<file path="config.mk">
export PLATFORM = sky130hd
export DESIGN_NAME = breakpoint_envelope_lookup_unit
export DESIGN_NICKNAME = d
export VERILOG_FILES = /design/src/rtl/belu_pkg.sv /design/src/rtl/belu_store.sv /design/src/rtl/belu_div.sv /design/src/rtl/belu_sqrt.sv /design/src/rtl/belu_mul.sv /design/src/rtl/breakpoint_envelope_lookup_unit.sv
export SDC_FILE = /design/constraint.sdc
export NUM_CORES = 2
export LEC_CHECK = 0
export ABC_AREA = 1
export BUFFER_PORTS_ARGS = -buffer_cell sky130_fd_sc_hd__clkbuf_2
export CELL_PAD_IN_SITES_DETAIL_PLACEMENT = 1
export CELL_PAD_IN_SITES_GLOBAL_PLACEMENT = 2
export CORE_ASPECT_RATIO = 1.5
export CORE_MARGIN = 10
export CORE_UTILIZATION = 41
export CTS_CLUSTER_SIZE = 16
export DETAILED_ROUTE_END_ITERATION = 7
export PLACE_DENSITY_LB_ADDON = 0.1
export SETUP_SLACK_MARGIN = 0.15
export SLEW_MARGIN = 20
export SYNTH_ARGS = -nofsm -noshare
export SYNTH_HDL_FRONTEND = slang
export SYNTH_SLANG_ARGS = --single-unit
</file>
<file path="constraint.sdc">
create_clock -name clk -period 4.8 [get_ports clk]
set_input_delay 0.48 -clock clk [delete_from_list [all_inputs] [get_ports clk]]
set_output_delay 0.48 -clock clk [all_outputs]
set_load 0.02 [all_outputs]
</file>
<file path="src/rtl/belu_pkg.sv">
package belu_pkg;

	// Operation carried by an input beat.
	localparam logic OP_INSERT = 1'b0;
	localparam logic OP_QUERY  = 1'b1;

	// Result status codes.
	localparam logic [1:0] STAT_QUERY  = 2'd0;
	localparam logic [1:0] STAT_INSERT = 2'd1;
	localparam logic [1:0] STAT_FULL   = 2'd2;

	// Segment shapes; the fourth code behaves as linear.
	localparam logic [1:0] SHAPE_LINEAR = 2'd0;
	localparam logic [1:0] SHAPE_SQUARE = 2'd1;
	localparam logic [1:0] SHAPE_SQRT   = 2'd2;

	localparam int TIME_W  = 32;
	localparam int VALUE_W = 16;

	// One stored breakpoint.
	typedef struct packed {
		logic [TIME_W-1:0]  ptime;
		logic [VALUE_W-1:0] pvalue;
		logic [1:0]         shape;
	} entry_t;

	// Sequencer states.
	typedef enum logic [3:0] {
		ST_IDLE,
		ST_SCAN_RD,
		ST_SCAN_CHK,
		ST_SHIFT_RD,
		ST_SHIFT_WR,
		ST_INS_WR,
		ST_LEFT_RD,
		ST_LEFT,
		ST_DIV,
		ST_SQUARE,
		ST_SQRT,
		ST_SCALE,
		ST_DONE
	} state_t;

endpackage

</file>
<file path="src/rtl/belu_store.sv">
module belu_store #(
	parameter int MAX_POINTS = 16
) (
	input  logic                          clk,
	input  logic [$clog2(MAX_POINTS)-1:0] rd_addr,
	output belu_pkg::entry_t              rd_data,
	input  logic                          wr_en,
	input  logic [$clog2(MAX_POINTS)-1:0] wr_addr,
	input  belu_pkg::entry_t              wr_data
);

	belu_pkg::entry_t mem_q [MAX_POINTS];
	belu_pkg::entry_t rd_q;

	// One write port and one registered read port.
	always_ff @(posedge clk) begin
		if (wr_en) begin
			mem_q[wr_addr] <= wr_data;
		end
		rd_q <= mem_q[rd_addr];
	end

	assign rd_data = rd_q;

endmodule

</file>
<file path="src/rtl/belu_div.sv">
module belu_div #(
	parameter int FRACTION_BITS = 16
) (
	input  logic                     clk,
	input  logic                     arst_n,
	input  logic                     start,
	input  logic [31:0]              num,
	input  logic [31:0]              den,
	output logic                     done,
	output logic [FRACTION_BITS:0]   quo
);

	localparam int CNT_W = $clog2(FRACTION_BITS + 1);

	logic              busy_q;
	logic              done_q;
	logic [CNT_W-1:0]  cnt_q;
	logic [31:0]       rem_q;
	logic [31:0]       den_q;
	logic [FRACTION_BITS:0] quo_q;
	logic [32:0]       r2;
	logic              ge;
	logic              ge0;

	assign ge0 = (num >= den);
	assign r2  = {rem_q, 1'b0};
	assign ge  = (r2 >= {1'b0, den_q});

	// Iteration control: one quotient bit per cycle after the first.
	always_ff @(posedge clk or negedge arst_n) begin
		if (!arst_n) begin
			busy_q <= 1'b0;
			done_q <= 1'b0;
			cnt_q  <= '0;
		end else begin
			done_q <= 1'b0;
			if (start) begin
				busy_q <= 1'b1;
				cnt_q  <= CNT_W'(FRACTION_BITS);
			end else if (busy_q) begin
				cnt_q <= cnt_q - 1'b1;
				if (cnt_q == CNT_W'(1)) begin
					busy_q <= 1'b0;
					done_q <= 1'b1;
				end
			end
		end
	end

	// Restoring division datapath.
	always_ff @(posedge clk) begin
		if (start) begin
			den_q <= den;
			rem_q <= ge0 ? (num - den) : num;
			quo_q <= {{FRACTION_BITS{1'b0}}, ge0};
		end else if (busy_q) begin
			rem_q <= ge ? 32'(r2 - {1'b0, den_q}) : r2[31:0];
			quo_q <= {quo_q[FRACTION_BITS-1:0], ge};
		end
	end

	assign done = done_q;
	assign quo  = quo_q;

endmodule

</file>
<file path="src/rtl/belu_sqrt.sv">
module belu_sqrt #(
	parameter int FRACTION_BITS = 16
) (
	input  logic                   clk,
	input  logic                   arst_n,
	input  logic                   start,
	input  logic [FRACTION_BITS:0] frac,
	output logic                   done,
	output logic [FRACTION_BITS:0] root
);

	localparam int BW    = FRACTION_BITS + 1;
	localparam int XW    = 2 * BW;
	localparam int RW    = FRACTION_BITS + 3;
	localparam int CNT_W = $clog2(BW + 1);

	logic             busy_q;
	logic             done_q;
	logic [CNT_W-1:0] cnt_q;
	logic [XW-1:0]    xs_q;
	logic [RW-1:0]    rem_q;
	logic [BW-1:0]    root_q;
	logic [RW+1:0]    cand;
	logic [RW+1:0]    trial;
	logic             ge;

	assign cand  = {rem_q, xs_q[XW-1 -: 2]};
	assign trial = (RW+2)'({root_q, 2'b01});
	assign ge    = (cand >= trial);

	// Iteration control: one root bit per cycle.
	always_ff @(posedge clk or negedge arst_n) begin
		if (!arst_n) begin
			busy_q <= 1'b0;
			done_q <= 1'b0;
			cnt_q  <= '0;
		end else begin
			done_q <= 1'b0;
			if (start) begin
				busy_q <= 1'b1;
				cnt_q  <= CNT_W'(BW);
			end else if (busy_q) begin
				cnt_q <= cnt_q - 1'b1;
				if (cnt_q == CNT_W'(1)) begin
					busy_q <= 1'b0;
					done_q <= 1'b1;
				end
			end
		end
	end

	// The radicand is the fraction scaled up by the fraction width; two bits enter each step.
	always_ff @(posedge clk) begin
		if (start) begin
			xs_q   <= {1'b0, frac, {FRACTION_BITS{1'b0}}};
			rem_q  <= '0;
			root_q <= '0;
		end else if (busy_q) begin
			xs_q   <= {xs_q[XW-3:0], 2'b00};
			rem_q  <= ge ? RW'(cand - trial) : RW'(cand);
			root_q <= {root_q[BW-2:0], ge};
		end
	end

	assign done = done_q;
	assign root = root_q;

endmodule

</file>
<file path="src/rtl/belu_mul.sv">
module belu_mul #(
	parameter int AW = 18,
	parameter int BW = 17
) (
	input  logic                   clk,
	input  logic                   arst_n,
	input  logic                   start,
	input  logic signed [AW-1:0]   a,
	input  logic [BW-1:0]          b,
	output logic                   done,
	output logic signed [AW+BW-1:0] prod
);

	localparam int PW    = AW + BW;
	localparam int CNT_W = $clog2(BW + 1);

	logic                 busy_q;
	logic                 done_q;
	logic [CNT_W-1:0]     cnt_q;
	logic signed [PW-1:0] acc_q;
	logic signed [PW-1:0] ash_q;
	logic [BW-1:0]        b_q;

	// Iteration control: one multiplier bit per cycle.
	always_ff @(posedge clk or negedge arst_n) begin
		if (!arst_n) begin
			busy_q <= 1'b0;
			done_q <= 1'b0;
			cnt_q  <= '0;
		end else begin
			done_q <= 1'b0;
			if (start) begin
				busy_q <= 1'b1;
				cnt_q  <= CNT_W'(BW);
			end else if (busy_q) begin
				cnt_q <= cnt_q - 1'b1;
				if (cnt_q == CNT_W'(1)) begin
					busy_q <= 1'b0;
					done_q <= 1'b1;
				end
			end
		end
	end

	// Shift-and-add over the unsigned multiplier, least significant bit first.
	always_ff @(posedge clk) begin
		if (start) begin
			acc_q <= '0;
			ash_q <= PW'(a);
			b_q   <= b;
		end else if (busy_q) begin
			if (b_q[0]) begin
				acc_q <= acc_q + ash_q;
			end
			ash_q <= ash_q <<< 1;
			b_q   <= b_q >> 1;
		end
	end

	assign done = done_q;
	assign prod = acc_q;

endmodule

</file>
<file path="src/rtl/breakpoint_envelope_lookup_unit.sv">
// Breakpoint envelope lookup: one automation lane of up to MAX_POINTS time-sorted points.
// Input channel (in_valid / in_stall): opcode, point_time, point_value, curve_shape.
// An insert places the point after all stored points of equal or earlier time; a
// query returns the interpolated value at point_time. Output channel (out_valid /
// out_stall) carries one beat per input beat: result_value and status.
// Configuration channel (cfg_valid / cfg_ready, always ready) writes default_value,
// the answer to a query on an empty lane; write it only while the block is idle.
// One item is worked on at a time; in_stall is high from acceptance until the result
// has moved into the output register, then low until the next beat is taken.
// Steps per item: an insert on an empty lane writes the point without a scan; else it
// scans the single-port table entry by entry (a read and a check state each), then
// shifts later entries up one at a time (a read and a write state each) and writes the
// new point. An insert on a full lane is dropped without a scan. A query on an empty
// lane answers with the default value; before the first or after the last point it
// answers from the scan; between points the scan is followed by a read of the left point,
// the divider, for a square or square-root shape a squaring multiply or the root, and the
// scaling multiply; divider, square root and multiplier are bit-serial, one bit a cycle.
// The output register holds a finished beat while out_stall is high; the next item may
// be accepted meanwhile and waits before its own result is presented.
// Reset clears the point count, the default value and all handshake state.
module breakpoint_envelope_lookup_unit #(
	parameter int MAX_POINTS    = 16,
	parameter int FRACTION_BITS = 16
) (
	input  logic               clk,
	input  logic               arst_n,
	input  logic               in_valid,
	output logic               in_stall,
	input  logic               opcode,
	input  logic [31:0]        point_time,
	input  logic signed [15:0] point_value,
	input  logic [1:0]         curve_shape,
	output logic               out_valid,
	input  logic               out_stall,
	output logic signed [15:0] result_value,
	output logic [1:0]         status,
	input  logic               cfg_valid,
	output logic               cfg_ready,
	input  logic signed [15:0] default_value
);

	localparam int IW = $clog2(MAX_POINTS);
	localparam int CW = $clog2(MAX_POINTS + 1);
	localparam int BW = FRACTION_BITS + 1;
	localparam int AW = (FRACTION_BITS + 2 > 17) ? FRACTION_BITS + 2 : 17;
	localparam int PW = AW + BW;

	belu_pkg::state_t state_q, state_nx;

	logic [CW-1:0]      count_q;
	logic [15:0]        dflt_q;
	logic               op_q;
	logic [31:0]        t_q;
	logic [15:0]        pv_q;
	logic [1:0]         sh_q;
	logic [IW-1:0]      idx_q;
	logic [IW-1:0]      pos_q;
	logic [IW-1:0]      k_q;
	logic [31:0]        t2_q;
	logic [15:0]        v1_q;
	logic [15:0]        v2_q;
	logic [1:0]         lshape_q;
	logic [15:0]        res_q;
	logic [1:0]         stat_q;
	logic               out_valid_q;
	logic [15:0]        out_value_q;
	logic [1:0]         out_status_q;

	logic               in_acc;
	logic               out_free;
	logic               found;
	logic               last_idx;
	logic               count_zero;
	logic               full;

	logic [IW-1:0]      rd_addr;
	belu_pkg::entry_t   rd_data;
	logic               wr_en;
	logic [IW-1:0]      wr_addr;
	belu_pkg::entry_t   wr_data;

	logic               div_start;
	logic               div_done;
	logic [31:0]        div_num;
	logic [31:0]        div_den;
	logic [BW-1:0]      frac;
	logic               sqrt_start;
	logic               sqrt_done;
	logic [BW-1:0]      root;
	logic               mul_start;
	logic               mul_done;
	logic signed [AW-1:0] mul_a;
	logic [BW-1:0]      mul_b;
	logic signed [PW-1:0] prod;
	logic signed [16:0] diff;

	assign in_acc     = in_valid && !in_stall;
	assign out_free   = !out_valid_q || !out_stall;
	assign count_zero = (count_q == '0);
	assign full       = (count_q >= CW'(MAX_POINTS));
	assign last_idx   = ((CW'(idx_q) + 1'b1) == count_q);
	assign found      = (op_q == belu_pkg::OP_INSERT) ? (rd_data.ptime > t_q)
	                                                  : (rd_data.ptime >= t_q);
	assign diff       = 17'(signed'(v2_q)) - 17'(signed'(v1_q));

	belu_store #(.MAX_POINTS(MAX_POINTS)) u_store (
		.clk     (clk),
		.rd_addr (rd_addr),
		.rd_data (rd_data),
		.wr_en   (wr_en),
		.wr_addr (wr_addr),
		.wr_data (wr_data)
	);

	belu_div #(.FRACTION_BITS(FRACTION_BITS)) u_div (
		.clk    (clk),
		.arst_n (arst_n),
		.start  (div_start),
		.num    (div_num),
		.den    (div_den),
		.done   (div_done),
		.quo    (frac)
	);

	belu_sqrt #(.FRACTION_BITS(FRACTION_BITS)) u_sqrt (
		.clk    (clk),
		.arst_n (arst_n),
		.start  (sqrt_start),
		.frac   (frac),
		.done   (sqrt_done),
		.root   (root)
	);

	belu_mul #(.AW(AW), .BW(BW)) u_mul (
		.clk    (clk),
		.arst_n (arst_n),
		.start  (mul_start),
		.a      (mul_a),
		.b      (mul_b),
		.done   (mul_done),
		.prod   (prod)
	);

	// Next-state logic of the sequencer.
	always_comb begin
		state_nx = state_q;
		case (state_q)
			belu_pkg::ST_IDLE: begin
				if (in_acc) begin
					if (opcode == belu_pkg::OP_QUERY) begin
						state_nx = count_zero ? belu_pkg::ST_DONE : belu_pkg::ST_SCAN_RD;
					end else if (full) begin
						state_nx = belu_pkg::ST_DONE;
					end else begin
						state_nx = count_zero ? belu_pkg::ST_SHIFT_RD : belu_pkg::ST_SCAN_RD;
					end
				end
			end
			belu_pkg::ST_SCAN_RD: state_nx = belu_pkg::ST_SCAN_CHK;
			belu_pkg::ST_SCAN_CHK: begin
				if (op_q == belu_pkg::OP_INSERT) begin
					state_nx = (found || last_idx) ? belu_pkg::ST_SHIFT_RD
					                               : belu_pkg::ST_SCAN_RD;
				end else if (found) begin
					state_nx = (idx_q == '0) ? belu_pkg::ST_DONE : belu_pkg::ST_LEFT_RD;
				end else begin
					state_nx = last_idx ? belu_pkg::ST_DONE : belu_pkg::ST_SCAN_RD;
				end
			end
			belu_pkg::ST_SHIFT_RD: begin
				state_nx = (k_q == pos_q) ? belu_pkg::ST_INS_WR : belu_pkg::ST_SHIFT_WR;
			end
			belu_pkg::ST_SHIFT_WR: state_nx = belu_pkg::ST_SHIFT_RD;
			belu_pkg::ST_INS_WR:   state_nx = belu_pkg::ST_DONE;
			belu_pkg::ST_LEFT_RD:  state_nx = belu_pkg::ST_LEFT;
			belu_pkg::ST_LEFT:     state_nx = belu_pkg::ST_DIV;
			belu_pkg::ST_DIV: begin
				if (div_done) begin
					case (lshape_q)
						belu_pkg::SHAPE_SQUARE: state_nx = belu_pkg::ST_SQUARE;
						belu_pkg::SHAPE_SQRT:   state_nx = belu_pkg::ST_SQRT;
						default:                state_nx = belu_pkg::ST_SCALE;
					endcase
				end
			end
			belu_pkg::ST_SQUARE: if (mul_done) state_nx = belu_pkg::ST_SCALE;
			belu_pkg::ST_SQRT:   if (sqrt_done) state_nx = belu_pkg::ST_SCALE;
			belu_pkg::ST_SCALE:  if (mul_done) state_nx = belu_pkg::ST_DONE;
			belu_pkg::ST_DONE:   if (out_free) state_nx = belu_pkg::ST_IDLE;
			default:             state_nx = belu_pkg::ST_IDLE;
		endcase
	end

	// Table access and unit control for the current state.
	always_comb begin
		rd_addr    = idx_q;
		wr_en      = 1'b0;
		wr_addr    = k_q;
		wr_data    = rd_data;
		div_start  = 1'b0;
		div_num    = t_q - rd_data.ptime;
		div_den    = t2_q - rd_data.ptime;
		sqrt_start = 1'b0;
		mul_start  = 1'b0;
		mul_a      = AW'(diff);
		mul_b      = frac;
		case (state_q)
			belu_pkg::ST_SHIFT_RD: rd_addr = k_q - 1'b1;
			belu_pkg::ST_SHIFT_WR: wr_en = 1'b1;
			belu_pkg::ST_INS_WR: begin
				wr_en   = 1'b1;
				wr_addr = pos_q;
				wr_data = '{ptime: t_q, pvalue: pv_q, shape: sh_q};
			end
			belu_pkg::ST_LEFT_RD: rd_addr = idx_q - 1'b1;
			belu_pkg::ST_LEFT:    div_start = 1'b1;
			belu_pkg::ST_DIV: begin
				if (div_done) begin
					case (lshape_q)
						belu_pkg::SHAPE_SQUARE: begin
							mul_start = 1'b1;
							mul_a     = AW'(signed'({1'b0, frac}));
						end
						belu_pkg::SHAPE_SQRT: sqrt_start = 1'b1;
						default:              mul_start = 1'b1;
					endcase
				end
			end
			belu_pkg::ST_SQUARE: begin
				mul_start = mul_done;
				mul_b     = prod[FRACTION_BITS +: BW];
			end
			belu_pkg::ST_SQRT: begin
				mul_start = sqrt_done;
				mul_b     = root;
			end
			default: ;
		endcase
	end

	// Control registers.
	always_ff @(posedge clk or negedge arst_n) begin
		if (!arst_n) begin
			state_q     <= belu_pkg::ST_IDLE;
			count_q     <= '0;
			dflt_q      <= '0;
			out_valid_q <= 1'b0;
		end else begin
			state_q <= state_nx;
			if (cfg_valid && cfg_ready) begin
				dflt_q <= default_value;
			end
			if (state_q == belu_pkg::ST_INS_WR) begin
				count_q <= count_q + 1'b1;
			end
			if (state_q == belu_pkg::ST_DONE && out_free) begin
				out_valid_q <= 1'b1;
			end else if (!out_stall) begin
				out_valid_q <= 1'b0;
			end
		end
	end

	// Item, scan and result registers.
	always_ff @(posedge clk) begin
		case (state_q)
			belu_pkg::ST_IDLE: begin
				op_q  <= opcode;
				t_q   <= point_time;
				pv_q  <= point_value;
				sh_q  <= curve_shape;
				idx_q <= '0;
				pos_q <= '0;
				k_q   <= '0;
				res_q <= '0;
				if (opcode == belu_pkg::OP_QUERY) begin
					stat_q <= belu_pkg::STAT_QUERY;
					res_q  <= dflt_q;
				end else begin
					stat_q <= full ? belu_pkg::STAT_FULL : belu_pkg::STAT_INSERT;
				end
			end
			belu_pkg::ST_SCAN_CHK: begin
				if (op_q == belu_pkg::OP_INSERT) begin
					if (found) begin
						pos_q <= idx_q;
					end else begin
						pos_q <= IW'(count_q);
					end
					k_q <= IW'(count_q);
				end else begin
					res_q <= rd_data.pvalue;
					t2_q  <= rd_data.ptime;
					v2_q  <= rd_data.pvalue;
				end
				if (!found && !last_idx) begin
					idx_q <= idx_q + 1'b1;
				end
			end
			belu_pkg::ST_SHIFT_WR: k_q <= k_q - 1'b1;
			belu_pkg::ST_LEFT: begin
				v1_q     <= rd_data.pvalue;
				lshape_q <= rd_data.shape;
			end
			belu_pkg::ST_SCALE: begin
				res_q <= 16'(prod[FRACTION_BITS +: 16] + v1_q);
			end
			default: ;
		endcase
		if (state_q == belu_pkg::ST_DONE && out_free) begin
			out_value_q  <= res_q;
			out_status_q <= stat_q;
		end
	end

	assign in_stall     = (state_q != belu_pkg::ST_IDLE);
	assign cfg_ready    = 1'b1;
	assign out_valid    = out_valid_q;
	assign result_value = out_value_q;
	assign status       = out_status_q;

endmodule

</file>
==> impl_metrics.env <==
export IMPL_status="finished clean"
export IMPL_num_nets_final=7259
export IMPL_pre_cts_ws_ns=0.0937
export IMPL_fmax_ghz=0.228
export IMPL_layout_commonest_cell="nand2_1"
export IMPL_p_int_mw=31.1
export IMPL_power_total_mw=59.1
export IMPL_area_growth_synth_to_final_pct=13.8
export IMPL_clk_root_buffer_cell="clkbuf_16"
export IMPL_setup_slack_ns=0.418
export IMPL_io_pins=93
export IMPL_use_met2_pct=42.8
export IMPL_gp_congestion=0.890
export IMPL_crit_required_ns=5.33
export IMPL_first_pass_iters=5
export IMPL_cts_buffer_depth=3
export IMPL_synth_edf_count=1097
export IMPL_antenna_found_initial=14
export IMPL_grt_first_pass_wirelength_um=318000
export IMPL_rsz0062_at_grt="yes"
export IMPL_period_share_pct=91.3
export IMPL_drive_gt1_share_pct=7.36
export IMPL_worst_slew_pin_slew_ns=1.13
export IMPL_p_clk_share_pct=17.5
export IMPL_synth_area_per_cell_sq_um=9.51
export IMPL_cap_violations=0
export IMPL_p_seq_share_pct=27.5
export IMPL_final_fill_count=17603
export IMPL_met3_usage_pct=2.79
export IMPL_grt_util_all_layers_pct=23.9
export IMPL_drc=0
export IMPL_syn_area_sq_um=64300
export IMPL_die_width_um=343
export IMPL_routedWlPerCell_um=22.9
export IMPL_post_drt_via_cell_ratio=5.37
export IMPL_insertion_delay_ns=0.78
export IMPL_final_area_sq_um=73200
export IMPL_max_slew_margin_pct=24.6
export IMPL_p_sw_share_pct=47.3
export IMPL_grt_use_met1_pct=29.4
export IMPL_port_buffers=91
export IMPL_drt_wl_total_um=209000
export IMPL_cts_num_sinks=1280
export IMPL_period_needed_ns=4.38
export IMPL_p_switching_mw=28.0
export IMPL_htree_levels=4
export IMPL_cp_data_arrival_time_ns=4.91
export IMPL_power_density_nw_per_um2=808
export IMPL_hold_violations=0
export IMPL_hp_start="default_value[4]"
export IMPL_drv_slew=0
export IMPL_first_global_vias=52029
export IMPL_ys_flop_type="edfxtp_1"
export IMPL_grt_max_degree=121
export IMPL_startpoint="u_store.rd_data[29]"
export IMPL_drt_iter0_markers=3054
export IMPL_drtAntennaViolNets=0
export IMPL_finalSetupTns_ns=0
export IMPL_cts_buffers=134
export IMPL_cts_tree="done"
export IMPL_synth_fp_nets=7064
export IMPL_synthCells=6765
export IMPL_vias=49144
export IMPL_critPathLaunchType="flip-flop"
export IMPL_combPwrFrac_pct=55.0
export IMPL_final_cell_mix="nand2_1 (1,644), edfxtp_1 (1,097), inv_1 (981)"
export IMPL_grt_busiest_layer="met2"
export IMPL_initial_core_util_pct=41.1
export IMPL_row_count=178
export IMPL_synth_distinct_cells=56
export IMPL_hold_path_class="primary input to flip-flop"
export IMPL_ys_warn_count=0
export IMPL_reg2reg_from="u_store.rd_data[29]"
export IMPL_rrSetupSlack_ns=0.42
export IMPL_holdWs_ns=0.0686
export IMPL_core_sq_um=156000
export IMPL_skew_ns=0.0312
export IMPL_end_kind="flip-flop"
export IMPL_cp_max_fo=5
export IMPL_fp_dieArea_sq_um=173000
export IMPL_p_leak_nw=30.2
export IMPL_ir_drop_v=0.00102
export IMPL_crit_type="flip-flop to flip-flop"
export IMPL_path_clk_slew_ns=0.06
export IMPL_place_area_sq_um=68000
export IMPL_ys_seq_area_share_pct=57.3
export IMPL_setup_viol=0
export IMPL_grt_overflow_total=0
export IMPL_hpwl_um=144000
export IMPL_postSynth_asyncResetShare_pct=3.67
export IMPL_ys_ff_latch=1280
export IMPL_die_h_um=505
path summary, 6_finish.rpt:
check | endpoint | cells past startpoint
max in group asynchronous | u_sqrt.cnt_q[0] | 3
max reg2reg | u_div.rem_q[19] | 20
min reg2reg | status[1] | 0
max | u_div.rem_q[19] | 20
min in group asynchronous | dflt_q[14] | 3
min | dflt_q[4] | 3
metrics by stage:
step / utilization, % / cells
final: 46.8 / 9144
after global routing: 46.8 / 9139
after CTS: 46.7 / 9135
after detailed placement: 43.5 / 8824
after global placement: 43.5 / 8823
after floorplan: - / 6765
area by class of cell:
type / count / area [sq um] / area share [%]
Sequential cell: 1280 / 36800 / 50.3
Multi-Input combinational cell: 4242 / 23000 / 31.4
Inverter: 991 / 3730 / 5.10
Clock buffer: 177 / 3650 / 4.98
Timing Repair Buffer: 311 / 2710 / 3.70
Tap cell: 2070 / 2590 / 3.54
Clock inverter: 67 / 698 / 0.954
Antenna cell: 6 / 15.0 / 0.0205
flip-flops by register name (all words and copies together) (netlist names), 17 cells and up:
register         flops
u_div.rem_q         32
u_div.den_q         32
u_mul.prod          33
u_store.rd_data     50
t2_q                32
u_sqrt.xs_q         18
u_mul.b_q           17
t_q                 32
u_div.quo           17
u_sqrt.root         17
u_store.mem_q      800
u_sqrt.rem_q        19
u_mul.ash_q         33
Yosys cell counts, types with 3 or more instances:
cell	n	area (sq um)
dfxtp_1	136	2720
o221ai_1	4	35.0
ha_1	220	2750
buf_2	137	686
xor2_1	71	622
buf_4	4	30.0
dfrtp_1	47	1180
a21o_1	34	255
clkbuf_1	104	390
o21ai_0	252	1260
and2_1	4	25.0
fa_1	7	140
o21ai_1	5	25.0
o21a_1	4	30.0
a21boi_0	14	105
edfxtp_1	1097	32900
o21bai_1	23	173
nand3b_1	48	360
a31oi_1	17	106
or2_2	6	37.5
nand4_1	35	219
o211ai_1	423	3180
nand3_1	580	2900
o2111ai_1	4	35.0
nand2_1	1645	6170
mux2_2	3	33.8
xnor2_1	53	464
a21oi_1	301	1510
nor3_1	56	280
o22ai_1	38	238
a22oi_1	14	105
nor4_1	7	43.8
inv_1	984	3690
clkinv_1	4	15.0
inv_2	3	11.3
buf_1	7	26.3
nor2_1	348	1310
worst max-delay path: stages, from the launching register on:
cell	delay, ns
dfxtp_1	0.38
inv_1	0.10
ha_1	0.37
a21o_1	0.25
a31oi_1	0.27
o21ai_0	0.25
a21oi_4	0.28
o21ai_0	0.14
xnor2_1	0.14
buf_4	0.15
ha_1	0.36
nand2_1	0.09
inv_1	0.07
nand2_1	0.21
nor3_1	0.20
buf_4	0.20
nand4_1	0.25
nand4_1	0.19
nand3_1	0.10
nand3_1	0.10
nand2_1	0.05
routing by layer:
layer	vias up	share of wire, %
met5	-	0.036
met1	24428	42
met3	343	3.7
li1	23490	-
met2	871	51
met4	12	3.5
cells by family (layout without fill, tap and decap cells):
family / after synthesis / count (layout) / synth area share [%]
DFF: 1280 / 1280 / 57.3
buffers and inverters: 1243 / 1546 / 7.54
muxes: 3 / 3 / 0.0525
xor gates and xnor gates: 124 / 124 / 1.69
and+or+nand+nor: 2742 / 2742 / 17.8
adders and majority gates: 227 / 227 / 4.50
other: 1 / 7 / 0.00583
AOI/OAI and AO/OA: 1145 / 1145 / 11.1
power groups by stage:
| stage | Combinational (mW) | Sequential [mW] | Clock [mW] |
|---|---|---|---|
| floorplan | 21.2 | 15.9 | 0 |
| global placement | 31.9 | 16.4 | 0 |
| detailed placement | 32.2 | 16.5 | 0 |
| CTS | 32.4 | 16.3 | 10.6 |
| global route | 36.2 | 16.4 | 11.1 |
| finish | 32.5 | 16.3 | 10.4 |
repair_timing:
action,CTS,global route
setup buffers,0,3
endpoints found under the hold margin,113,0
cloned,0,0
pin swaps,0,4
gates resized for setup,2,28
hold buffers,67,0
endpoints found under the setup margin,32,33
(Power assumes the default switching activity.)
